`config.mk`:
```
export PLATFORM = sky130hd
export DESIGN_NAME = load_cell_adc_readout_with_tare_core
export DESIGN_NICKNAME = d
export VERILOG_FILES = /design/src/hw/rtl/lcrt_pkg.sv /design/src/hw/rtl/lcrt_seq.sv /design/src/hw/rtl/lcrt_scale.sv /design/src/hw/rtl/load_cell_adc_readout_with_tare_core.sv
export SDC_FILE = /design/constraint.sdc
export NUM_CORES = 2
export LEC_CHECK = 0
export BUFFER_PORTS_ARGS = -buffer_cell sky130_fd_sc_hd__buf_2
export CAP_MARGIN = 30
export CORE_ASPECT_RATIO = 1.25
export CORE_MARGIN = 1.5
export CORE_UTILIZATION = 52
export DETAILED_ROUTE_END_ITERATION = 7
export MAX_ROUTING_LAYER = met4
export PLACE_DENSITY = 0.68
export SYNTH_ARGS = -nofsm -noshare
export SYNTH_HDL_FRONTEND = slang
export SYNTH_SLANG_ARGS = --single-unit
export TNS_END_PERCENT = 20
```
`constraint.sdc`:
```
create_clock -name i_clk -period 14.1 [get_ports i_clk]
set_input_delay 0.705 -clock i_clk [delete_from_list [all_inputs] [get_ports i_clk]]
set_output_delay 0.705 -clock i_clk [all_outputs]
set_load 0.1 [all_outputs]
```
`src/hw/rtl/lcrt_pkg.sv`:
```
// Package for the load-cell ADC readout: phase codes, request and alarm codes,
// register indexes, the sequencer status struct and register reset values.
// No dependencies.
package lcrt_pkg;

    // sequencer phases
    localparam logic [2:0] PH_IDLE  = 3'd0;
    localparam logic [2:0] PH_WAIT  = 3'd1;
    localparam logic [2:0] PH_DHIGH = 3'd2;
    localparam logic [2:0] PH_DLOW  = 3'd3;
    localparam logic [2:0] PH_PHIGH = 3'd4;
    localparam logic [2:0] PH_PLOW  = 3'd5;

    // request codes
    localparam logic [1:0] REQ_TICK   = 2'd0;
    localparam logic [1:0] REQ_WEIGHT = 2'd1;
    localparam logic [1:0] REQ_TARE   = 2'd2;

    // alarm codes
    localparam logic [1:0] ALARM_NONE  = 2'd0;
    localparam logic [1:0] ALARM_OVER  = 2'd1;
    localparam logic [1:0] ALARM_UNDER = 2'd2;

    // configuration register indexes
    localparam logic [1:0] CFG_HALF_PERIOD = 2'd0;
    localparam logic [1:0] CFG_EXTRA_PULSE = 2'd1;
    localparam logic [1:0] CFG_SCALE_RECIP = 2'd2;
    localparam logic [1:0] CFG_OVER_LIMIT  = 2'd3;

    // register reset values; recip is round(2^24 / 231.1)
    localparam logic [7:0]  RST_HALF_PERIOD = 8'd2;
    localparam logic [1:0]  RST_EXTRA_PULSE = 2'd3;
    localparam logic [23:0] RST_SCALE_RECIP = 24'd72597;
    localparam logic [15:0] RST_OVER_LIMIT  = 16'd5000;

    localparam int RAW_W    = 24;
    localparam int WEIGHT_W = 16;

    typedef struct packed {
        logic sck;
        logic busy;
        logic done;
        logic job_tare;
    } t_seq_stat;

endpackage

```
`src/hw/rtl/lcrt_seq.sv`:
```
// Serial link sequencer: request handling, ready wait, 24-bit clock-in and
// mode pulses. Depends on lcrt_pkg.
module lcrt_seq #(
    parameter int RAW_BITS = 24
) (
    input  logic                       i_clk,
    input  logic                       i_rst_n,
    input  logic                       i_step,
    input  logic [1:0]                 i_req,
    input  logic                       i_sdo,
    input  logic [7:0]                 i_half_period,
    input  logic [1:0]                 i_extra_pulses,
    output lcrt_pkg::t_seq_stat        o_stat,
    output logic [lcrt_pkg::RAW_W-1:0] o_raw
);
    import lcrt_pkg::*;

    localparam logic [4:0]          RawBitsC = 5'(RAW_BITS);
    localparam logic [RAW_BITS-1:0] MsbMask  = {1'b1, {(RAW_BITS-1){1'b0}}};

    logic [2:0]          r_phase, n_phase;
    logic [7:0]          r_tick,  n_tick;
    logic [4:0]          r_pulse, n_pulse;
    logic [RAW_BITS-1:0] r_shift, n_shift;
    logic                r_job_tare, n_job_tare;

    logic [7:0] w_hp;
    logic [4:0] w_ep;
    logic [7:0] w_tick_inc;
    logic       w_half_end;
    logic [7:0] w_tick_adv;
    logic [4:0] w_pulse_inc;

    assign w_hp        = (i_half_period == 8'd0) ? 8'd1 : i_half_period;
    assign w_ep        = (i_extra_pulses == 2'd0) ? 5'd1 : {3'b000, i_extra_pulses};
    assign w_tick_inc  = r_tick + 8'd1;
    assign w_half_end  = (w_tick_inc >= w_hp) || (w_tick_inc == 8'd0);
    assign w_tick_adv  = w_half_end ? 8'd0 : w_tick_inc;
    assign w_pulse_inc = r_pulse + 5'd1;

    always_comb begin
        n_phase    = r_phase;
        n_tick     = r_tick;
        n_pulse    = r_pulse;
        n_shift    = r_shift;
        n_job_tare = r_job_tare;
        o_stat.sck      = 1'b0;
        o_stat.busy     = 1'b1;
        o_stat.done     = 1'b0;
        o_stat.job_tare = r_job_tare;
        case (r_phase)
            PH_IDLE: begin
                o_stat.busy = 1'b0;
                if (i_req == REQ_WEIGHT || i_req == REQ_TARE) begin
                    n_job_tare  = (i_req == REQ_TARE);
                    n_phase     = PH_WAIT;
                    n_tick      = 8'd0;
                    o_stat.busy = 1'b1;
                end
            end
            PH_WAIT: begin
                if (!i_sdo) begin
                    n_phase = PH_DHIGH;
                    n_tick  = 8'd0;
                    n_pulse = 5'd0;
                    n_shift = '0;
                end
            end
            PH_DHIGH: begin
                o_stat.sck = 1'b1;
                n_tick     = w_tick_adv;
                if (w_half_end) n_phase = PH_DLOW;
            end
            PH_DLOW: begin
                n_tick = w_tick_adv;
                if (w_half_end) begin
                    n_shift = {r_shift[RAW_BITS-2:0], i_sdo};
                    if (w_pulse_inc >= RawBitsC) begin
                        n_pulse = 5'd0;
                        n_phase = PH_PHIGH;
                    end else begin
                        n_pulse = w_pulse_inc;
                        n_phase = PH_DHIGH;
                    end
                end
            end
            PH_PHIGH: begin
                o_stat.sck = 1'b1;
                n_tick     = w_tick_adv;
                if (w_half_end) n_phase = PH_PLOW;
            end
            PH_PLOW: begin
                n_tick = w_tick_adv;
                if (w_half_end) begin
                    if (w_pulse_inc < w_ep) begin
                        n_pulse = w_pulse_inc;
                        n_phase = PH_PHIGH;
                    end else begin
                        n_pulse     = 5'd0;
                        n_phase     = PH_IDLE;
                        o_stat.busy = 1'b0;
                        o_stat.done = 1'b1;
                    end
                end
            end
            default: begin
                n_phase     = PH_IDLE;
                n_tick      = 8'd0;
                n_pulse     = 5'd0;
                o_stat.busy = 1'b0;
            end
        endcase
    end

    always_ff @(posedge i_clk) begin
        if (!i_rst_n) begin
            r_phase    <= PH_IDLE;
            r_tick     <= 8'd0;
            r_pulse    <= 5'd0;
            r_shift    <= '0;
            r_job_tare <= 1'b0;
        end else if (i_step) begin
            r_phase    <= n_phase;
            r_tick     <= n_tick;
            r_pulse    <= n_pulse;
            r_shift    <= n_shift;
            r_job_tare <= n_job_tare;
        end
    end

    // offset binary: top data bit inverted
    assign o_raw = RAW_W'(r_shift ^ MsbMask);

`ifndef ASSERT_OFF
    a_pulse_range: assert property (@(posedge i_clk) disable iff (!i_rst_n)
        r_pulse < RawBitsC)
        else $error("pulse count out of range");
    a_done_to_idle: assert property (@(posedge i_clk) disable iff (!i_rst_n)
        i_step && o_stat.done |=> r_phase == PH_IDLE)
        else $error("completion did not return to idle");
    a_idle_not_busy: assert property (@(posedge i_clk) disable iff (!i_rst_n)
        (r_phase == PH_DHIGH || r_phase == PH_PHIGH) |-> o_stat.busy && !o_stat.done)
        else $error("clock-high phase reported not busy");
`endif

endmodule

```
`src/hw/rtl/lcrt_scale.sv`:
```
// Tare store and weight scaling: net count times Q0.24 reciprocal, with
// saturation and alarms. Depends on lcrt_pkg.
module lcrt_scale (
    input  logic                          i_clk,
    input  logic                          i_rst_n,
    input  logic [lcrt_pkg::RAW_W-1:0]    i_raw,
    input  logic                          i_commit_tare,
    input  logic [23:0]                   i_recip,
    input  logic [15:0]                   i_limit,
    output logic [lcrt_pkg::WEIGHT_W-1:0] o_weight,
    output logic [1:0]                    o_alarm
);
    import lcrt_pkg::*;

    logic [RAW_W-1:0] r_tare;
    logic [23:0]      r_prod_hi;
    logic             r_below;
    logic [RAW_W-1:0] w_net;
    logic [47:0]      w_prod;

    // raw is stable through the pulse phases, so the product is ready ahead
    // of the completing tick
    assign w_net  = i_raw - r_tare;
    assign w_prod = w_net * i_recip;

    always_ff @(posedge i_clk) begin
        if (!i_rst_n) begin
            r_tare <= '0;
        end else if (i_commit_tare) begin
            r_tare <= i_raw;
        end
    end

    always_ff @(posedge i_clk) begin
        r_prod_hi <= w_prod[47:24];
        r_below   <= (i_raw < r_tare);
    end

    always_comb begin
        if (r_below) begin
            o_weight = '0;
            o_alarm  = ALARM_UNDER;
        end else if (r_prod_hi[23:16] != 8'd0) begin
            o_weight = '1;
            o_alarm  = ALARM_OVER;
        end else begin
            o_weight = r_prod_hi[15:0];
            o_alarm  = (r_prod_hi[15:0] > i_limit) ? ALARM_OVER : ALARM_NONE;
        end
    end

`ifndef ASSERT_OFF
    a_under_zero: assert property (@(posedge i_clk) disable iff (!i_rst_n)
        o_alarm == ALARM_UNDER |-> o_weight == '0)
        else $error("underload with non-zero weight");
    a_tare_hold: assert property (@(posedge i_clk) disable iff (!i_rst_n)
        !i_commit_tare |=> $stable(r_tare))
        else $error("tare changed without commit");
    a_sat_alarm: assert property (@(posedge i_clk) disable iff (!i_rst_n)
        !r_below && r_prod_hi[23:16] != 8'd0 |-> o_alarm == ALARM_OVER)
        else $error("saturation without overload alarm");
`endif

endmodule

```
`src/hw/rtl/load_cell_adc_readout_with_tare_core.sv`:
```
// Load-cell ADC readout core: stream wrapper, configuration registers, sequencer
// and scaling. Depends on lcrt_pkg, lcrt_seq and lcrt_scale.
//
// Each input word is one tick of a bit-banged two-wire ADC link; each tick gives
// exactly one output word. A weight or tare request (tuser) starts a readout:
// the clock is held low until the data pin reads low, then RAW_BITS bits are
// clocked in MSB first (sampled at the end of each low half period), followed
// by 1..3 mode pulses. On the completing tick the word carries the offset-binary
// reading; a tare job stores it, a weight job subtracts the tare and scales by
// the Q0.24 reciprocal, saturating at 65535 with the overload alarm. Requests
// while busy are ignored. The drive level for the serial clock pin is the sck
// bit of the output word. Throughput is one tick per clock unless the output
// stalls: an input register feeds the sequencer, and the output register takes
// the result in the same cycle. The net product is prepared in a register
// during the mode pulses, so the 24x24 multiplier is off the completing tick's
// path. The user must write configuration only while no readout is in
// progress; the block itself does not enforce it.
module load_cell_adc_readout_with_tare_core #(
    parameter int RAW_BITS = 24
) (
    input  logic        i_clk,
    input  logic        i_rst_n,
    // configuration write port
    input  logic        i_cfg_we,
    input  logic [1:0]  i_cfg_addr,
    input  logic [23:0] i_cfg_wdata,
    // input ticks
    input  logic        s_axis_tvalid,
    output logic        s_axis_tready,
    input  logic [7:0]  s_axis_tdata,   // [0] sdo_level, rest zero
    input  logic [1:0]  s_axis_tuser,   // [1:0] req_type
    // output words
    output logic        m_axis_tvalid,
    input  logic        m_axis_tready,
    output logic [47:0] m_axis_tdata,   // [0] sck_level, [1] busy_res, [2] result_valid,
                                        // [26:3] raw_value, [42:27] weight,
                                        // [44:43] alarm, rest zero
    output logic        m_axis_tuser    // [0] result_was_tare
);
    import lcrt_pkg::*;

    // configuration
    logic [7:0]  r_half_period;
    logic [1:0]  r_extra_pulses;
    logic [23:0] r_recip;
    logic [15:0] r_limit;

    always_ff @(posedge i_clk) begin
        if (!i_rst_n) begin
            r_half_period  <= RST_HALF_PERIOD;
            r_extra_pulses <= RST_EXTRA_PULSE;
            r_recip        <= RST_SCALE_RECIP;
            r_limit        <= RST_OVER_LIMIT;
        end else if (i_cfg_we) begin
            case (i_cfg_addr)
                CFG_HALF_PERIOD: r_half_period  <= i_cfg_wdata[7:0];
                CFG_EXTRA_PULSE: r_extra_pulses <= i_cfg_wdata[1:0];
                CFG_SCALE_RECIP: r_recip        <= i_cfg_wdata;
                CFG_OVER_LIMIT:  r_limit        <= i_cfg_wdata[15:0];
                default: ;
            endcase
        end
    end

    // input register
    logic       r_in_valid;
    logic [1:0] r_in_req;
    logic       r_in_sdo;
    logic       w_step;

    // a tick is processed when the output register is free or being drained
    assign w_step        = r_in_valid && (!m_axis_tvalid || m_axis_tready);
    assign s_axis_tready = !r_in_valid || w_step;

    always_ff @(posedge i_clk) begin
        if (!i_rst_n) begin
            r_in_valid <= 1'b0;
        end else if (s_axis_tready) begin
            r_in_valid <= s_axis_tvalid;
        end
    end

    always_ff @(posedge i_clk) begin
        if (s_axis_tvalid && s_axis_tready) begin
            r_in_req <= s_axis_tuser;
            r_in_sdo <= s_axis_tdata[0];
        end
    end

    // sequencer and scaling
    t_seq_stat              w_stat;
    logic [RAW_W-1:0]       w_raw;
    logic [WEIGHT_W-1:0]    w_weight;
    logic [1:0]             w_alarm;

    lcrt_seq #(
        .RAW_BITS(RAW_BITS)
    ) u_seq (
        .i_clk         (i_clk),
        .i_rst_n       (i_rst_n),
        .i_step        (w_step),
        .i_req         (r_in_req),
        .i_sdo         (r_in_sdo),
        .i_half_period (r_half_period),
        .i_extra_pulses(r_extra_pulses),
        .o_stat        (w_stat),
        .o_raw         (w_raw)
    );

    lcrt_scale u_scale (
        .i_clk        (i_clk),
        .i_rst_n      (i_rst_n),
        .i_raw        (w_raw),
        .i_commit_tare(w_step && w_stat.done && w_stat.job_tare),
        .i_recip      (r_recip),
        .i_limit      (r_limit),
        .o_weight     (w_weight),
        .o_alarm      (w_alarm)
    );

    // output register: result fields are zero except on the completing tick,
    // and a tare completion reports weight 0 with no alarm
    logic                r_out_valid;
    logic                r_sck, r_busy, r_done, r_was_tare;
    logic [RAW_W-1:0]    r_raw;
    logic [WEIGHT_W-1:0] r_weight;
    logic [1:0]          r_alarm;
    logic                w_weigh_done;

    assign w_weigh_done = w_stat.done && !w_stat.job_tare;

    always_ff @(posedge i_clk) begin
        if (!i_rst_n) begin
            r_out_valid <= 1'b0;
        end else if (w_step) begin
            r_out_valid <= 1'b1;
        end else if (m_axis_tready) begin
            r_out_valid <= 1'b0;
        end
    end

    always_ff @(posedge i_clk) begin
        if (w_step) begin
            r_sck      <= w_stat.sck;
            r_busy     <= w_stat.busy;
            r_done     <= w_stat.done;
            r_was_tare <= w_stat.done && w_stat.job_tare;
            r_raw      <= w_stat.done ? w_raw : '0;
            r_weight   <= w_weigh_done ? w_weight : '0;
            r_alarm    <= w_weigh_done ? w_alarm : ALARM_NONE;
        end
    end

    assign m_axis_tvalid = r_out_valid;
    assign m_axis_tuser  = r_was_tare;
    assign m_axis_tdata  = {3'b000, r_alarm, r_weight, r_raw, r_done, r_busy, r_sck};

`ifndef ASSERT_OFF
    a_done_not_busy: assert property (@(posedge i_clk) disable iff (!i_rst_n)
        m_axis_tvalid && m_axis_tdata[2] |-> !m_axis_tdata[1] && !m_axis_tdata[0])
        else $error("completion word shows busy or clock high");
    a_idle_fields_zero: assert property (@(posedge i_clk) disable iff (!i_rst_n)
        m_axis_tvalid && !m_axis_tdata[2] |-> m_axis_tdata[44:3] == '0 && !m_axis_tuser)
        else $error("result fields set outside a completion");
    a_alarm_code: assert property (@(posedge i_clk) disable iff (!i_rst_n)
        m_axis_tvalid |-> m_axis_tdata[44:43] != 2'd3)
        else $error("undefined alarm code");
    a_tare_clean: assert property (@(posedge i_clk) disable iff (!i_rst_n)
        m_axis_tvalid && m_axis_tuser |-> m_axis_tdata[44:27] == '0)
        else $error("tare word with weight or alarm");
`endif

endmodule
```
==> results by group <==
Worst setup path
  – Critical path required time: 14.47 ns
  – CP max stage delay: 0.83 ns
  – CP top delay family: adder cells
  – Reg2reg path depth: 32
  – CP Max Fanout: 24
  – Capture point of the worst reg-to-reg path: u_scale.r_prod_hi[13]$_DFF_P_
  – Crit path capture type: register
  – CP max-delay cell: xor2_4
  – Crit path DAT: 10.28 ns
  – Worst R2R Setup Slack: 4.19 ns
  – CP most frequent cell: fa_1
  – Worst path bufs/invs: 5
  – Startpoint Class: register
  – CP Class: reg2reg
  – RR Startpoint: u_scale.r_tare[1]$_SDFFE_PN0P_

Final layout
  – Syn-to-layout area delta: 6.56%
  – Nets: 3,995
  – Layout cells sized above 1: 6.83%
  – Finished Core Util: 56.2%

STA
  – Crit path time final: 9.91 ns
  – Relative slew margins: 27.6%
  – Final hold violations: 0
  – Final WS setup: 4.19 ns
  – Worst-Margin Slew: 1.08 ns
  – Fin. max-slew vios: 0
  – Final Setup Violations: 0
  – RSZ-0062 raised after global routing: false
  – Fin Clk Skew: 0.0184 ns
  – TNS Setup: 0 ns
  – Max frequency: 101 MHz
  – Final Cycle Share: 70.3%

Routing
  – First-pass DRT Iterations: 5
  – Met1 Wirelength: 30,300 um
  – Vias: 22,806
  – Post-DR wirelength/cell: 20.6 um
  – Top routing layer in use: met4
  – Via/cell ratio: 5.70
  – Final ANT Viol Nets: 0
  – Met3 Wirelength: 5410 um
  – Drc violations: 0
  – Routed Wire Length: 82,300 um
  – Starting DRC count in detailed routing: 1,622
  – Metal2 WL: 41,700 um

Yosys
  – Most numerous cell in the Yosys netlist: inv_1
  – Top cell type's share of synthesized area: 33.3%
  – Cells after Synth: 3,301
  – Seq/Total Area, Yosys: 14.9%
  – Yosys cell types: 76
  – Number of synthesized flops with an enable pin: 49
  – Synth Warn #: 0
  – Post-synth top cells: inv_1 (624), fa_1 (482), nand2_1 (430)
  – Area leader, netlist: fa_1
  – Top post-synthesis cells by area: fa_1 (33%), dfxtp_1 (9.8%), ha_1 (9.6%)
  – Cell Area, Synth: 0.0290 mm^2
  – Syn avg cell area: 8.79 um^2
  – Flops & latches, synth: 191
  – Top_reg_cell synth: dfxtp_1
  – Ys async rst share: 0%

Die
  – Die Wd: 214 um
  – Core Area: 0.0550 mm^2
  – Height of the die: 267 um
  – Die footprint: 0.0572 mm^2
  – Initial Util: 52.7%
  – Cell Rows: 96
  – Top Ports: 92

Clock tree
  – Post-cts resize count: 0
  – Root Buffer: clkbuf_16
  – Total CTS buffers: 17
  – Hold-fix buffers, CTS: 0
  – TritonCTS clock tree: built
  – Post-CTS Setup Bufs: 0
  – H-tree depth: 4
  – Clock sinks: 191
  – Clock Path Buffers: 2
  – Reg clk slew, reported paths: 0.08 ns
  – Later-pin clock latency in the skew report: 0.45 ns

Pwr
  – P_sw: 0.410 mW
  – Seq pwr share: 46.1%
  – PwrDens: 41.1 mW/mm^2
  – Maximum VDD drop: 0.0000941 V
  – LEAKAGE: 14.6 nW
  – Sw Ratio: 32.2%
  – Comb power frac: 14.6%
  – Internal: 0.862 mW
  – Power share of the clock group: 39.2%

Min path
  – Hold Path End: r_in_sdo$_DFFE_PP_
  – Worst min-delay path class: in2reg
  – Hold path depth: 1
  – HP Start: s_axis_tdata[0]

Global route
  – Largest net degree at the start of global routing: 74
  – Number of global-route vias before repair: 24,380
  – GRT Total Usage: 30.5%
  – Grt ovf: 0
  – First-pass GRT wire length: 131,000 um
  – Antenna violations before repair: 5

Placed design
  – HPWL Detailed: 61,200 um
  – Dpl ws: 4.40 ns
  – IO buf count: 81
  – RePlAce Congestion: 0.932

Run status
  – Status: finished, final reports clean

Flow run
  – Max-Cap Viols: 0
-- metrics by stage --
step / area [um^2] / power [mW] / instances / hold slack (ns)
finish: 30900 / 1.27 / 4004 / 0.425
detailed placement: 30200 / 0.783 / 3964 / 0.441
CTS: 30900 / 1.28 / 3996 / 0.414
global route: 30900 / 1.31 / 4001 / 0.418
floorplan: 29000 / 0.728 / 3303 / 0.428
global placement: 30200 / 0.779 / 3961 / 0.437
-- layer usage --
metal / up-vias / GRT usage, %
li1: 10136 / -
met1: 11518 / 34.1
met2: 879 / 52.5
met3: 273 / 4.78
met4: 0 / 16.7
met5: - / -
-- power groups by stage --
stage               Clock [mW]  Sequential (mW)  Combinational [mW]
floorplan                    0            0.641              0.0866
global placement             0            0.599               0.180
detailed placement           0            0.600               0.184
CTS                      0.504            0.587               0.184
global route             0.528            0.588               0.197
finish                   0.499            0.587               0.186
-- cell families (layout without fill, tap and decap cells) --
family	Yosys count	after routing	synth area share, %
and+or+nand+nor	1104	1104	19.5
buffers and inverters	835	795	11.2
adders and majority gates	704	704	42.8
AOI/OAI and AO/OA	377	377	8.75
DFF	191	191	14.9
xor gates and xnor gates	51	51	1.54
muxes	38	38	1.37
other	1	9	0.0129
-- how the worst max path moves through the flow --
| stage | start | end | slack, ns | depth (start not counted) |
|---|---|---|---|---|
| after global placement | u_scale.r_tare[1]$_SDFFE_PN0P_ | u_scale.r_prod_hi[13]$_DFF_P_ | 4.50 | 32 |
| after detailed placement | u_scale.r_tare[1]$_SDFFE_PN0P_ | u_scale.r_prod_hi[13]$_DFF_P_ | 4.40 | 32 |
| after CTS | u_scale.r_tare[1]$_SDFFE_PN0P_ | u_scale.r_prod_hi[13]$_DFF_P_ | 4.32 | 32 |
| after global routing | u_scale.r_tare[1]$_SDFFE_PN0P_ | u_scale.r_prod_hi[13]$_DFF_P_ | 3.63 | 32 |
| final | u_scale.r_tare[1]$_SDFFE_PN0P_ | u_scale.r_prod_hi[13]$_DFF_P_ | 4.19 | 32 |
| after floorplan | u_seq.r_shift[0]$_SDFFE_PN0P_ | u_scale.r_prod_hi[5]$_DFF_P_ | 6.00 | 33 |
-- worst reg2reg max path, delay by kind of cell (launching register included) --
kind	cells	cell delay (ns)
AOI/OAI and AO/OA	12	3.35
adders and majority gates	9	4.14
buffers and inverters	5	0.33
xor gates and xnor gates	2	1.00
DFF	1	0.39
and+or+nand+nor	4	0.64
-- sequential cells by signal, summed over array words and instances, names as in the netlist, 16 cells and up --
name	count
r_raw	24
r_recip	24
u_scale.r_prod_hi	24
u_scale.r_tare	24
u_seq.r_shift	24
r_limit	16
r_weight	16
-- layout by cell type (no fill, tap or decap), types with 32 or more instances in the layout --
cell type	netlist	layout
inv_1	624	624
fa_1	482	482
nand2_1	430	430
and2_1	293	293
ha_1	222	220
dfxtp_1	142	142
buf_2	8	80
nor2_1	81	79
nand3_1	74	74
a21oi_1	73	72
o21ai_0	61	61
nor3_1	57	57
buf_4	9	54
nand2b_1	51	51
edfxtp_1	49	49
o21ai_1	35	35
a21boi_0	32	32
-- area by class of cell --
cell class	instances	area, um^2
clock buffer	17	425
sequential	191	4310
tap	735	920
antenna	6	15.0
timing repair buffer	139	916
multi-input combinational	2277	21800
clock inverter	15	196
inverter	624	2340
fill	4998	24100
Power figures use the tool's default switching activity.
